==> src/rtl/core/cdab_pkg.sv <==
// shared types, constants and byte tables of the captive dns answer builder
// no dependencies; used by every rtl module of the block

package cdab_pkg;

  // configuration port
  localparam int unsigned CfgAddrW = 3;
  localparam int unsigned CfgDataW = 32;
  localparam logic        RegIpv4  = 1'b0;
  localparam logic        RegTtl   = 1'b1;

  localparam logic [31:0] Ipv4Reset = 32'hC0A8_0401;
  localparam logic [31:0] TtlReset  = 32'd30;

  // query layout
  localparam int unsigned IdBytes    = 2;
  localparam int unsigned HdrBytes   = 12;
  localparam int unsigned CountHiPos = 4;
  localparam int unsigned CountLoPos = 5;
  localparam int unsigned LabelStart = 12;
  localparam logic [2:0]  QtailBytes = 3'd4;

  // answer record
  localparam int unsigned AnsCntW    = 4;
  localparam logic [3:0]  AnsLastIdx = 4'd15;

  typedef enum logic [1:0] {
    PH_FORWARD = 2'd0,
    PH_DONE    = 2'd1,
    PH_FAILED  = 2'd2
  } phase_e;

  typedef enum logic [1:0] {
    TAIL_NONE    = 2'd0,
    TAIL_ANSWER  = 2'd1,
    TAIL_DISCARD = 2'd2
  } tail_e;

  // work handed from the parser to the emitter for one item
  typedef struct packed {
    logic       fwd_valid;
    logic [7:0] fwd_byte;
    tail_e      tail;
  } job_t;

  typedef struct packed {
    logic [31:0] ipv4;
    logic [31:0] ttl;
  } cfg_t;

  // rewritten header bytes 2 to 11
  function automatic logic [7:0] hdr_byte(input logic [3:0] idx);
    logic [7:0] res;
    unique case (idx)
      4'd2:    res = 8'h81;
      4'd3:    res = 8'h80;
      4'd5:    res = 8'h01;
      4'd7:    res = 8'h01;
      default: res = 8'h00;
    endcase
    return res;
  endfunction

  // 16-byte a record: pointer, type, class, ttl, length, address
  function automatic logic [7:0] answer_byte(input logic [3:0]  idx,
                                             input logic [31:0] ttl,
                                             input logic [31:0] ipv4);
    logic [7:0] res;
    unique case (idx)
      4'd0:    res = 8'hC0;
      4'd1:    res = 8'h0C;
      4'd3:    res = 8'h01;
      4'd5:    res = 8'h01;
      4'd6:    res = ttl[31:24];
      4'd7:    res = ttl[23:16];
      4'd8:    res = ttl[15:8];
      4'd9:    res = ttl[7:0];
      4'd11:   res = 8'h04;
      4'd12:   res = ipv4[31:24];
      4'd13:   res = ipv4[23:16];
      4'd14:   res = ipv4[15:8];
      4'd15:   res = ipv4[7:0];
      default: res = 8'h00;
    endcase
    return res;
  endfunction

endpackage

==> src/rtl/core/cdab_if.sv <==
// valid/ready stream interfaces for query bytes and reply bytes
// no package dependency

interface cdab_in_if;
  logic       valid;
  logic       ready;
  logic [7:0] data_byte;
  logic       last_byte;

  modport source (output valid, output data_byte, output last_byte, input ready);
  modport sink   (input valid, input data_byte, input last_byte, output ready);
endinterface

interface cdab_out_if;
  logic       valid;
  logic       ready;
  logic [7:0] out_byte;
  logic       end_of_frame;
  logic       discard;

  modport source (output valid, output out_byte, output end_of_frame, output discard,
                  input ready);
  modport sink   (input valid, input out_byte, input end_of_frame, input discard,
                  output ready);
endinterface

==> src/rtl/core/cdab_cfg.sv <==
// apb register file holding the answer address and ttl
// depends on cdab_pkg

module cdab_cfg
  import cdab_pkg::*;
(
  input  logic                clk_i,
  input  logic                rst_ni,
  input  logic                psel,
  input  logic                penable,
  input  logic                pwrite,
  input  logic [CfgAddrW-1:0] paddr,
  input  logic [CfgDataW-1:0] pwdata,
  output logic [CfgDataW-1:0] prdata,
  output logic                pready,
  output cfg_t                cfg_o
);

  logic [31:0] ipv4_q, ttl_q;
  logic        wr_en;
  logic        reg_sel;

  assign pready  = 1'b1;
  assign wr_en   = psel && penable && pwrite;
  assign reg_sel = paddr[2];

  // register writes in the access cycle
  always_ff @(posedge clk_i or negedge rst_ni) begin
    if (!rst_ni) begin
      ipv4_q <= Ipv4Reset;
      ttl_q  <= TtlReset;
    end else if (wr_en) begin
      if (reg_sel == RegIpv4) begin
        ipv4_q <= pwdata;
      end else begin
        ttl_q <= pwdata;
      end
    end
  end

  // read mux
  assign prdata = (reg_sel == RegIpv4) ? ipv4_q : ttl_q;

  assign cfg_o.ipv4 = ipv4_q;
  assign cfg_o.ttl  = ttl_q;

endmodule

==> src/rtl/core/cdab_parser.sv <==
// input register and per-frame query walker of the dns answer builder
// depends on cdab_pkg and cdab_in_if

module cdab_parser
  import cdab_pkg::*;
#(
  parameter int unsigned MAX_REQUEST_BYTES = 256
) (
  input  logic      clk_i,
  input  logic      rst_ni,
  cdab_in_if.sink   query_i,
  output logic      job_valid_o,
  input  logic      job_ready_i,
  output job_t      job_o
);

  localparam int unsigned PosW = $clog2(MAX_REQUEST_BYTES + 1);
  localparam int unsigned LabW = $clog2(MAX_REQUEST_BYTES + 257);

  // input register
  logic       in_valid_q;
  logic [7:0] in_byte_q;
  logic       in_last_q;
  logic       adv;

  // frame state
  logic [PosW-1:0] pos_q, pos_d;
  logic [LabW-1:0] nlab_q, nlab_d;
  logic [2:0]      tleft_q, tleft_d, tleft_dec;
  logic            in_tail_q, in_tail_d;
  logic            cnt_hi_q, cnt_hi_d;
  phase_e          phase_q, phase_d;

  assign adv           = in_valid_q && job_ready_i;
  assign query_i.ready = !in_valid_q || job_ready_i;
  assign job_valid_o   = in_valid_q;
  assign tleft_dec     = tleft_q - 3'd1;

  always_ff @(posedge clk_i or negedge rst_ni) begin
    if (!rst_ni) begin
      in_valid_q <= 1'b0;
    end else if (query_i.ready) begin
      in_valid_q <= query_i.valid;
    end
  end

  always_ff @(posedge clk_i) begin
    if (query_i.ready && query_i.valid) begin
      in_byte_q <= query_i.data_byte;
      in_last_q <= query_i.last_byte;
    end
  end

  // walk header and question name, decide the frame end
  always_comb begin
    pos_d        = pos_q;
    nlab_d       = nlab_q;
    tleft_d      = tleft_q;
    in_tail_d    = in_tail_q;
    cnt_hi_d     = cnt_hi_q;
    phase_d      = phase_q;
    job_o.fwd_valid = 1'b0;
    job_o.fwd_byte  = in_byte_q;
    job_o.tail      = TAIL_NONE;

    if (pos_q < PosW'(MAX_REQUEST_BYTES)) begin
      pos_d = pos_q + PosW'(1);
      if (phase_q == PH_FORWARD) begin
        if (pos_q < PosW'(HdrBytes)) begin
          if (pos_q == PosW'(CountHiPos)) begin
            cnt_hi_d = (in_byte_q != 8'd0);
          end
          if (pos_q == PosW'(CountLoPos) && !cnt_hi_q && in_byte_q == 8'd0) begin
            phase_d = PH_FAILED;
          end else begin
            job_o.fwd_valid = 1'b1;
            job_o.fwd_byte  = (pos_q < PosW'(IdBytes)) ? in_byte_q : hdr_byte(pos_q[3:0]);
          end
        end else if (in_tail_q) begin
          // type and class bytes after the name terminator
          job_o.fwd_valid = 1'b1;
          tleft_d         = tleft_dec;
          if (tleft_dec == 3'd0) begin
            phase_d = PH_DONE;
          end
        end else begin
          if (LabW'(pos_q) == nlab_q) begin
            if (in_byte_q == 8'd0) begin
              in_tail_d = 1'b1;
              tleft_d   = QtailBytes;
            end else begin
              nlab_d = LabW'(pos_q) + LabW'(in_byte_q) + LabW'(1);
            end
          end
          job_o.fwd_valid = 1'b1;
        end
      end
    end

    // final byte: answer or discard, then back to the frame start
    if (in_last_q) begin
      job_o.tail = (phase_d == PH_DONE) ? TAIL_ANSWER : TAIL_DISCARD;
      pos_d      = '0;
      nlab_d     = LabW'(LabelStart);
      tleft_d    = '0;
      in_tail_d  = 1'b0;
      cnt_hi_d   = 1'b0;
      phase_d    = PH_FORWARD;
    end
  end

  always_ff @(posedge clk_i or negedge rst_ni) begin
    if (!rst_ni) begin
      pos_q     <= '0;
      nlab_q    <= LabW'(LabelStart);
      tleft_q   <= '0;
      in_tail_q <= 1'b0;
      cnt_hi_q  <= 1'b0;
      phase_q   <= PH_FORWARD;
    end else if (adv) begin
      pos_q     <= pos_d;
      nlab_q    <= nlab_d;
      tleft_q   <= tleft_d;
      in_tail_q <= in_tail_d;
      cnt_hi_q  <= cnt_hi_d;
      phase_q   <= phase_d;
    end
  end

`ifndef ASSERT_OFF
  a_done_after_tail: assert property (@(posedge clk_i) disable iff (!rst_ni)
    phase_q == PH_DONE |-> in_tail_q)
    else $error("question complete without name terminator");

  a_tleft_in_tail: assert property (@(posedge clk_i) disable iff (!rst_ni)
    tleft_q != 3'd0 |-> in_tail_q)
    else $error("type/class count running outside question tail");

  a_pos_bound: assert property (@(posedge clk_i) disable iff (!rst_ni)
    pos_q <= PosW'(MAX_REQUEST_BYTES))
    else $error("byte position beyond request limit");
`endif

endmodule

==> src/rtl/core/cdab_emitter.sv <==
// result register: forwarded byte, then answer burst or discard marker
// depends on cdab_pkg and cdab_out_if

module cdab_emitter
  import cdab_pkg::*;
(
  input  logic       clk_i,
  input  logic       rst_ni,
  input  logic       job_valid_i,
  output logic       job_ready_o,
  input  job_t       job_i,
  input  cfg_t       cfg_i,
  cdab_out_if.source reply_o
);

  job_t               job_q;
  logic [AnsCntW-1:0] cnt_q;
  logic               busy;
  logic               last_res;
  logic               hs;
  logic               load;

  assign busy = job_q.fwd_valid || (job_q.tail != TAIL_NONE);
  assign hs   = busy && reply_o.ready;

  // current result is the last one of the held item
  always_comb begin
    if (job_q.fwd_valid) begin
      last_res = (job_q.tail == TAIL_NONE);
    end else begin
      last_res = (job_q.tail == TAIL_DISCARD) ||
                 (job_q.tail == TAIL_ANSWER && cnt_q == AnsLastIdx);
    end
  end

  assign job_ready_o = !busy || (reply_o.ready && last_res);
  assign load        = job_valid_i && job_ready_o;

  // hold and step the item's results
  always_ff @(posedge clk_i or negedge rst_ni) begin
    if (!rst_ni) begin
      job_q <= '{fwd_valid: 1'b0, fwd_byte: 8'd0, tail: TAIL_NONE};
      cnt_q <= '0;
    end else if (load) begin
      job_q <= job_i;
      cnt_q <= '0;
    end else if (hs) begin
      if (job_q.fwd_valid) begin
        job_q.fwd_valid <= 1'b0;
      end else if (job_q.tail == TAIL_ANSWER && cnt_q != AnsLastIdx) begin
        cnt_q <= cnt_q + AnsCntW'(1);
      end else begin
        job_q.tail <= TAIL_NONE;
        cnt_q      <= '0;
      end
    end
  end

  // output payload
  always_comb begin
    reply_o.valid        = busy;
    reply_o.out_byte     = 8'd0;
    reply_o.end_of_frame = 1'b0;
    reply_o.discard      = 1'b0;
    if (job_q.fwd_valid) begin
      reply_o.out_byte = job_q.fwd_byte;
    end else if (job_q.tail == TAIL_ANSWER) begin
      reply_o.out_byte     = answer_byte(cnt_q, cfg_i.ttl, cfg_i.ipv4);
      reply_o.end_of_frame = (cnt_q == AnsLastIdx);
    end else if (job_q.tail == TAIL_DISCARD) begin
      reply_o.end_of_frame = 1'b1;
      reply_o.discard      = 1'b1;
    end
  end

`ifndef ASSERT_OFF
  a_cnt_only_in_answer: assert property (@(posedge clk_i) disable iff (!rst_ni)
    job_q.tail != TAIL_ANSWER |-> cnt_q == '0)
    else $error("answer counter moved outside an answer burst");

  a_idle_after_eof: assert property (@(posedge clk_i) disable iff (!rst_ni)
    (hs && reply_o.end_of_frame && !load) |=> !reply_o.valid)
    else $error("results continue after end of frame");

  a_discard_marker: assert property (@(posedge clk_i) disable iff (!rst_ni)
    (reply_o.valid && reply_o.discard) |-> (reply_o.end_of_frame && reply_o.out_byte == 8'd0))
    else $error("malformed discard marker");
`endif

endmodule

==> src/rtl/core/captive_dns_answer_builder_unit.sv <==
// Captive-portal DNS answer builder.
// query_i takes one query byte per item with last_byte on the final one;
// reply_o gives the reply bytes cut-through: id bytes pass, header bytes
// 2..11 become flags 8180 / qd 1 / an 1, the question name, terminator and
// type/class pass, later bytes are dropped. On the final byte a 16-byte A
// record follows (end_of_frame on its last byte), or a single discard
// marker if the frame was short, had no question, ended inside it, or if
// its question ran past MAX_REQUEST_BYTES. An accepted byte passes the
// input register, then the result register, before it is offered on
// reply_o. Throughput is one byte per cycle while reply_o.ready is high
// and no answer burst runs; during an answer burst query_i.ready drops
// once the input register is full. When reply_o.ready is low, results hold
// and back-pressure reaches query_i after one buffered item. Configuration
// goes through the APB port (0x0 address, 0x4 ttl). Reset clears the frame
// walker and stream registers; address resets to 192.168.4.1 and ttl to 30.
// depends on cdab_pkg, cdab_if, cdab_cfg, cdab_parser, cdab_emitter

module captive_dns_answer_builder_unit
  import cdab_pkg::*;
#(
  parameter int unsigned MAX_REQUEST_BYTES = 256
) (
  input  logic                clk_i,
  input  logic                rst_ni,
  cdab_in_if.sink             query_i,
  cdab_out_if.source          reply_o,
  input  logic                psel,
  input  logic                penable,
  input  logic                pwrite,
  input  logic [CfgAddrW-1:0] paddr,
  input  logic [CfgDataW-1:0] pwdata,
  output logic [CfgDataW-1:0] prdata,
  output logic                pready
);

  cfg_t cfg;
  job_t job;
  logic job_valid;
  logic job_ready;

  cdab_cfg u_cfg (
    .clk_i   (clk_i),
    .rst_ni  (rst_ni),
    .psel    (psel),
    .penable (penable),
    .pwrite  (pwrite),
    .paddr   (paddr),
    .pwdata  (pwdata),
    .prdata  (prdata),
    .pready  (pready),
    .cfg_o   (cfg)
  );

  cdab_parser #(
    .MAX_REQUEST_BYTES (MAX_REQUEST_BYTES)
  ) u_parser (
    .clk_i       (clk_i),
    .rst_ni      (rst_ni),
    .query_i     (query_i),
    .job_valid_o (job_valid),
    .job_ready_i (job_ready),
    .job_o       (job)
  );

  cdab_emitter u_emitter (
    .clk_i       (clk_i),
    .rst_ni      (rst_ni),
    .job_valid_i (job_valid),
    .job_ready_o (job_ready),
    .job_i       (job),
    .cfg_i       (cfg),
    .reply_o     (reply_o)
  );

endmodule

==> src/flat_wrapper.sv <==
// flat-port wrapper written by rule: the top's interface ports become plain ports
module captive_dns_answer_builder_unit_flat import cdab_pkg::*;
#(
  parameter int unsigned MAX_REQUEST_BYTES = 256
)
  (clk_i, rst_ni, psel, penable, pwrite, paddr, pwdata, prdata, pready, query_i_valid, query_i_data_byte, query_i_last_byte, query_i_ready, reply_o_valid, reply_o_out_byte, reply_o_end_of_frame, reply_o_discard, reply_o_ready);
  cdab_in_if query_i_i ();
  cdab_out_if reply_o_i ();
  input  logic clk_i;
  input  logic rst_ni;
  input  logic psel;
  input  logic penable;
  input  logic pwrite;
  input  logic [CfgAddrW-1:0] paddr;
  input  logic [CfgDataW-1:0] pwdata;
  output logic [CfgDataW-1:0] prdata;
  output logic pready;
  input wire logic [$bits(query_i_i.valid)-1:0] query_i_valid;
  input wire logic [$bits(query_i_i.data_byte)-1:0] query_i_data_byte;
  input wire logic [$bits(query_i_i.last_byte)-1:0] query_i_last_byte;
  output wire logic [$bits(query_i_i.ready)-1:0] query_i_ready;
  output wire logic [$bits(reply_o_i.valid)-1:0] reply_o_valid;
  output wire logic [$bits(reply_o_i.out_byte)-1:0] reply_o_out_byte;
  output wire logic [$bits(reply_o_i.end_of_frame)-1:0] reply_o_end_of_frame;
  output wire logic [$bits(reply_o_i.discard)-1:0] reply_o_discard;
  input wire logic [$bits(reply_o_i.ready)-1:0] reply_o_ready;
  assign query_i_i.valid = query_i_valid;
  assign query_i_i.data_byte = query_i_data_byte;
  assign query_i_i.last_byte = query_i_last_byte;
  assign query_i_ready = query_i_i.ready;
  assign reply_o_valid = reply_o_i.valid;
  assign reply_o_out_byte = reply_o_i.out_byte;
  assign reply_o_end_of_frame = reply_o_i.end_of_frame;
  assign reply_o_discard = reply_o_i.discard;
  assign reply_o_i.ready = reply_o_ready;
  captive_dns_answer_builder_unit #(.MAX_REQUEST_BYTES(MAX_REQUEST_BYTES)) u_core (.clk_i(clk_i), .rst_ni(rst_ni), .query_i(query_i_i), .reply_o(reply_o_i), .psel(psel), .penable(penable), .pwrite(pwrite), .paddr(paddr), .pwdata(pwdata), .prdata(prdata), .pready(pready));
endmodule
==> config.mk <==
export PLATFORM = sky130hd
export DESIGN_NAME = captive_dns_answer_builder_unit_flat
export DESIGN_NICKNAME = d
export VERILOG_FILES = /design/src/rtl/core/cdab_pkg.sv /design/src/rtl/core/cdab_if.sv /design/src/rtl/core/cdab_cfg.sv /design/src/rtl/core/cdab_parser.sv /design/src/rtl/core/cdab_emitter.sv /design/src/rtl/core/captive_dns_answer_builder_unit.sv /design/src/flat_wrapper.sv
export SDC_FILE = /design/constraint.sdc
export NUM_CORES = 1
export LEC_CHECK = 0
export ABC_AREA = 1
export BUFFER_PORTS_ARGS = -buffer_cell sky130_fd_sc_hd__buf_4
export CORE_MARGIN = 2
export CORE_UTILIZATION = 58
export DETAILED_ROUTE_END_ITERATION = 10
export HOLD_SLACK_MARGIN = 0.1
export PLACE_DENSITY = 0.81
export RECOVER_POWER = 100
export SYNTH_ARGS = -nofsm -noshare
export SYNTH_HDL_FRONTEND = slang
export SYNTH_SLANG_ARGS = --single-unit
==> constraint.sdc <==
create_clock -name clk_i -period 2.5 [get_ports clk_i]
set_input_delay 0.375 -clock clk_i [delete_from_list [all_inputs] [get_ports clk_i]]
set_output_delay 0.375 -clock clk_i [all_outputs]
set_load 0.02 [all_outputs]
# ---- Word level (Yosys, flattened, before mapping)
# Index checks and enable logic that the tools add are counted.
dict set report totals {
  elab_cells 159
  in_bits 51
  regBits 115
  output_inout_bits 45
}
dict set report op_classes {
  n_eq_ne 28
  magnitude_cmp 3
  n_bitwise 1
  n_reduce_logical 43
  n_mux 64
  addsub 5
}
# cell n
set ops {}
lappend ops {{8-bit one-hot mux with 12 select lines} 1}
lappend ops {{10-bit 2-to-1 mux} 7}
lappend ops {{9-bit 2-to-1 mux} 5}
lappend ops {{32-bit 2-to-1 mux} 1}
lappend ops {{8-bit 2-to-1 mux} 4}
lappend ops {{4-bit == test (second input constant)} 7}
lappend ops {{2-bit 2-to-1 mux} 13}
lappend ops {{8-bit one-hot mux with 3 select lines} 1}
lappend ops {{1-bit 2-to-1 mux} 21}
lappend ops {{3-bit 2-to-1 mux} 7}
lappend ops {{4-bit by 3-bit == test with 1-bit output (second input constant)} 5}
lappend ops {{9-bit by 3-bit == test with 1-bit output (second input constant)} 2}
lappend ops {{4-bit 2-to-1 mux} 4}
lappend ops {{2-bit nonzero test} 7}
lappend ops {{4-bit by 2-bit == test with 1-bit output (second input constant)} 3}
lappend ops {{10-bit by 1-bit adder with 10-bit output (second input constant)} 1}
lappend ops {{9-bit by 8-bit adder with 10-bit output} 1}
lappend ops {{9-bit by 10-bit == test with 1-bit output} 1}
lappend ops {{1-bit logical AND} 10}
lappend ops {{9-bit by 1-bit adder with 9-bit output (second input constant)} 1}
lappend ops {{9-bit by 2-bit less-than comparator with 1-bit output (second input constant)} 1}
lappend ops {{9-bit by 4-bit less-than comparator with 1-bit output (second input constant)} 1}
lappend ops {{9-bit less-than comparator (second input constant)} 1}
lappend ops {{8-bit zero test} 1}
lappend ops {{other kinds (23)} 38}

# ---- Longest topological paths before layout
dict set report logic_depth {
  depth_word 11
  mapped_depth 12
  depth_no_buf 12
}

# ---- Hierarchy
# Synthesis repeated with hierarchy kept, for this count alone.
dict set report hier_totals {
  hier_cells 1019
  area_unflattened_um2 7267.0
}
# module cells_per_inst n_inst area_per_inst_um2
set modules_own_cells {}
lappend modules_own_cells {cdab_cfg 386 1 3020.4}
lappend modules_own_cells {cdab_parser 350 1 2527.4}
lappend modules_own_cells {cdab_emitter 283 1 1719.1}

# ---- Worst setup path after synthesis
# Ideal clock, no wire load.
dict set report synth_path {
  kind {register -> register}
  start {register u_core.u_emitter.cnt_q[0]}
  end {register u_core.u_parser.in_byte_q[0], enable pin}
  path_slack_ns 0.535
  required_time_ns 2.122
  arrival_ns 1.587
  path_stages_with_launch 8
  path_cell_list {dfrtp_1 > ha_1 > inv_1 > nor2_8 > nand3_4 > nand3_4 > nand2_1 > a21oi_1}
}
dict set report synth_via {
  elab_chain_cells 8
}
# element line_no
set synth_rtl {}
lappend synth_rtl {{from (decl)} cdab_emitter.sv:17} ;# logic [AnsCntW-1:0] cnt_q;
lappend synth_rtl {{from (signal assigned)} cdab_emitter.sv:51} ;# cnt_q <= cnt_q + AnsCntW'(1);
lappend synth_rtl {{4-bit == test} cdab_emitter.sv:32} ;# (job_q.tail == TAIL_ANSWER && cnt_q == AnsLastIdx);
lappend synth_rtl {{1-bit logical AND} cdab_emitter.sv:32}
lappend synth_rtl {{1-bit logical OR} cdab_emitter.sv:31} ;# last_res = (job_q.tail == TAIL_DISCARD) ||
lappend synth_rtl {{1-bit 2-to-1 mux} cdab_emitter.sv:28} ;# if (job_q.fwd_valid) begin
lappend synth_rtl {{1-bit logical AND} cdab_emitter.sv:36} ;# assign job_ready_o = !busy || (reply_o.ready && last_res);
lappend synth_rtl {{1-bit logical OR} cdab_emitter.sv:36}
lappend synth_rtl {{1-bit logical OR} cdab_parser.sv:35} ;# assign query_i.ready = !in_valid_q || job_ready_i;
lappend synth_rtl {{1-bit logical AND} cdab_parser.sv:48} ;# if (query_i.ready && query_i.valid) begin
lappend synth_rtl {{to (signal assigned)} cdab_parser.sv:49} ;# in_byte_q <= query_i.data_byte;
lappend synth_rtl {{to (decl)} cdab_parser.sv:22} ;# logic [7:0] in_byte_q;
# No other way between the ends.
# A chain may end at the register's enable or synchronous reset.

# ---- Worst setup path in the final report
dict set report layout_path {
  start {register u_core.u_emitter.cnt_q[1]}
  end {output port reply_o_out_byte[6]}
}
dict set report layout_via {
  elab_chain_cells 5
}
# element line_no
set layout_rtl {}
lappend layout_rtl {{4-bit by 3-bit == test with 1-bit output / 4-bit by 2-bit == test with 1-bit output (equally long branches)} cdab_pkg.sv:69} ;# unique case (idx)
lappend layout_rtl {{2-bit OR reduction (no line)} n/a}
lappend layout_rtl {{8-bit one-hot mux with 12 select lines *} cdab_pkg.sv:69}
lappend layout_rtl {{8-bit 2-to-1 mux *} cdab_emitter.sv:67} ;# end else if (job_q.tail == TAIL_ANSWER) begin
lappend layout_rtl {{8-bit 2-to-1 mux *} cdab_emitter.sv:65} ;# if (job_q.fwd_valid) begin
lappend layout_rtl {{to (decl)} flat_wrapper.sv:23} ;# output wire logic [$bits(reply_o_i.out_byte)-1:0] reply_o_out_byte;
# Mark *: on every way between the ends. The rest lies on a longest branch, timed or not.

==> impl_metrics.toml <==
[run_status]
status = "complete, no violations"

[synthesis]
synth_ff_type = "dfrtp_1"
synth_top_family_by_area = "simple AND/OR/NAND/NOR gates"
avgSynthCellArea_um2 = 7.47
ys_seq_elements = 115
synth-compound-area-share_pct = 13.4
netlist_area_um2 = 6550
synth_mux_area_share_pct = 0
synthArstFlopShare_pct = 92.2
synthAdderAreaFrac_pct = 3.75
syn_nets = 947
synth-edff-count = 9
synthCells = 877
synth-simple-area-share_pct = 26.9
ys_seq_area_share_pct = 44.9
synth_xor_xnor_area_share_pct = 1.47
synth_warnings = 0
yosysUniqueCellTypes = 40

[floorplanning]
rows = 38
fp.coreArea_um2 = 10900
start_util_pct = 59.9
die_area_um2 = 12200
dieWidth_um = 110
die_height_um = 110
io_pins = 96

[placed_design]
placed_cell_area_um2 = 7400
dp_cells = 1093
dp_hpwl_um = 13000
port_buffers = 92
globalplace.congestion = 0.970

[global_route]
grt_use_total_pct = 31.4
antenna_found_initial = 0
grt_max_degree = 51
grt_pass1_vias = 5760
grt_pass1_wl_um = 28700
grt_overflow_total = 0

[finish]
nets = 1054
final_cells = 1137
final_area_um2 = 8290
n_fill_cell = 836
areaGrowthSynthToFinish_pct = 26.6
drive_above_1_share_pct = 21.6
n_antenna_cell = 0

[worst_setup_path]
cp.arrival_ps = 2090
path_max_fanout = 8
cp-end-kind = "output port"
cp-start-kind = "flop"
setup.worst_path.class = "reg2out"
worst_ep_required_time_ps = 2120

[clocking]
max-clock-path-buffers = 2
cts_sinks = 115
cts.clk_slew.worst_paths_ps = 50
cts_tree = "done"
htree_levels = 4
cts_root_buf = "clkbuf_16"
clock_latency_ps = 420
cts_made_buffers = 17

[sta]
fin_crit_sh_pct = 98.4
fmax_mhz = 406
skew_ps = 6.87
slew_headroom_pct = 26.7
slew_viol_final = 0
rsz0062_at_grt = "true"
min_period_ps = 2460
hold_viol = 0
tightest_slew_ps = 1100
setup_viol = 0

[detailed_routing]
drc_errors = 0
drt-initial-drc-count = 665
vias = 6417
wl_um = 18300
ant_nets = 0
viasPerCell = 5.64
dr.pass1.iters = 5
routedWlPerCell_um = 16.1

[power_and_ir_drop]
powerDensity_nw_per_um2 = 927
power_leakage_uw = 0.00423
max-vdd-ir-drop_v = 0.000794

[min_path]
hold_path.class = "in2reg"

[run]
drv_cap = 0
-- final timing paths --
kind                                                       start  cells after the start  slack, ps                                     end
max                        u_core.u_emitter.cnt_q[1]$_DFFE_PN0P_                     11         40                     reply_o_out_byte[6]
min                                         query_i_data_byte[1]                      1        150  u_core.u_parser.in_byte_q[1]$_DFFE_PP_
max reg2reg                 u_core.u_parser.pos_q[0]$_DFFE_PN0P_                     11        170   u_core.u_parser.nlab_q[8]$_DFFE_PN0P_
min reg2reg                u_core.u_parser.nlab_q[2]$_DFFE_PN1P_                      2        470   u_core.u_parser.nlab_q[2]$_DFFE_PN1P_
max in group asynchronous                                 rst_ni                      3        480   u_core.u_emitter.cnt_q[2]$_DFFE_PN0P_
min in group asynchronous                                 rst_ni                      2        690       u_core.u_cfg.ttl_q[6]$_DFFE_PN0P_
-- placed cells by master (no fill, tap or decap), types with 5 or more instances in the layout --
cell       instances
a21oi_1           21
a21oi_2            5
buf_4             90
buf_6             11
clkbuf_1           7
clkbuf_16         17
clkbuf_4          11
clkbuf_8           6
dfrtp_1           90
dfstp_2           13
edfxtp_1           9
ha_1              14
inv_1            116
nand2_1          254
nand2_2            6
nand3_1           47
nand3_2            5
nand4_1           14
nor2_1            52
nor2_2             5
nor3_1             6
o21ai_0          108
o21ai_2            8
o22ai_1           13
xnor2_1            5
xor2_1             6
-- synth_stat cells (7+ instances only) --
cell type,count,area share [%]
dfstp_2,13,5.2
nor2_1,56,3.2
a21oi_1,26,2.0
o22ai_1,15,1.4
nor3_1,7,0.54
ha_1,18,3.4
nand3_1,53,4.1
clkbuf_1,22,1.3
dfrtp_1,93,36
nand4_1,14,1.3
edfxtp_1,9,4.1
inv_1,124,7.1
nand2_1,257,15
o21ai_0,117,8.9
-- routing by layer --
metal  track usage (%)  wire [um]  vias up  share of wire [%]
met2              44.8       7960      342                 44
met5                 0          0        -                  0
li1                  -          -     3032                  -
met3              8.52       1920       49                 10
met4              11.6        484        0                2.6
met1              45.8       7920     2994                 43
-- state kept, by name, indices dropped and copies added, names as in the netlist --
register,count
u_core.u_parser.tleft_q,3
u_core.u_parser.nlab_q,10
u_core.u_emitter.job_q,11
u_core.u_cfg.ipv4_q,32
u_core.u_emitter.cnt_q,4
u_core.u_parser.pos_q,9
u_core.u_parser.cnt_hi_q,1
u_core.u_parser.phase_q,2
u_core.u_parser.in_byte_q,8
u_core.u_cfg.ttl_q,32
u_core.u_parser.in_tail_q,1
u_core.u_parser.job_valid_o,1
u_core.u_parser.in_last_q,1
-- critical path, cell delays in order (launching register included) --
cell	delay (ps)
dfrtp_2	450
inv_4	100
ha_4	150
nand3_1	90
inv_2	190
nand2_1	100
o21ai_2	70
a21oi_1	50
nand2_1	100
nand3_1	100
o21ai_2	110
buf_6	140
-- timing repair --
item	CTS	global route
endpoints found under the setup margin	8	8
hold buffers	1	0
pin swaps	2	7
gates cloned	0	0
buffers inserted	3	8
endpoints found under the hold margin	37	0
resized for setup	30	47
-- final cells by class --
| cell class | count | area [um^2] | share of cell area, % |
|---|---|---|---|
| Clock buffer | 28 | 527 | 6.35 |
| Clock inverter | 4 | 70.1 | 0.845 |
| Inverter | 126 | 492 | 5.93 |
| Multi-Input combinational cell | 605 | 3160 | 38.2 |
| Sequential cell | 115 | 2940 | 35.5 |
| Tap cell | 140 | 175 | 2.11 |
| Timing Repair Buffer | 119 | 920 | 11.1 |
-- logic make-up after synthesis --
group,Yosys count
other cells,1
xor+xnor,11
compound gates,168
buf+inv,157
flops,115
simple gates,406
fa+ha+maj,19
-- per-stage QoR --
| stage | setup slack [ps] | total power [uW] | utilization (%) | hold WS (ps) | TNS (ps) |
|---|---|---|---|---|---|
| 4_1_cts | -11.4 | 7610 | 74.1 | 120 | -30.0 |
| 2_1_floorplan | 535 | 4340 | - | 79.4 | 0 |
| 3_3_place_gp | 285 | 5070 | 67.7 | 405 | 0 |
| 3_5_place_dp | 254 | 5150 | 67.7 | 409 | 0 |
| 6_report | 39.7 | 7680 | 75.8 | 151 | 0 |
| 5_1_grt | -53.7 | 8140 | 75.8 | 142 | -201 |
-- where the power goes --
part	switching, uW	total [uW]	internal [uW]	leakage, uW
sequential	377	2740	2360	0.00142
clock	806	2430	1620	0.000295
combinational	1600	2520	921	0.00252
Power figures use the tool's default switching activity.
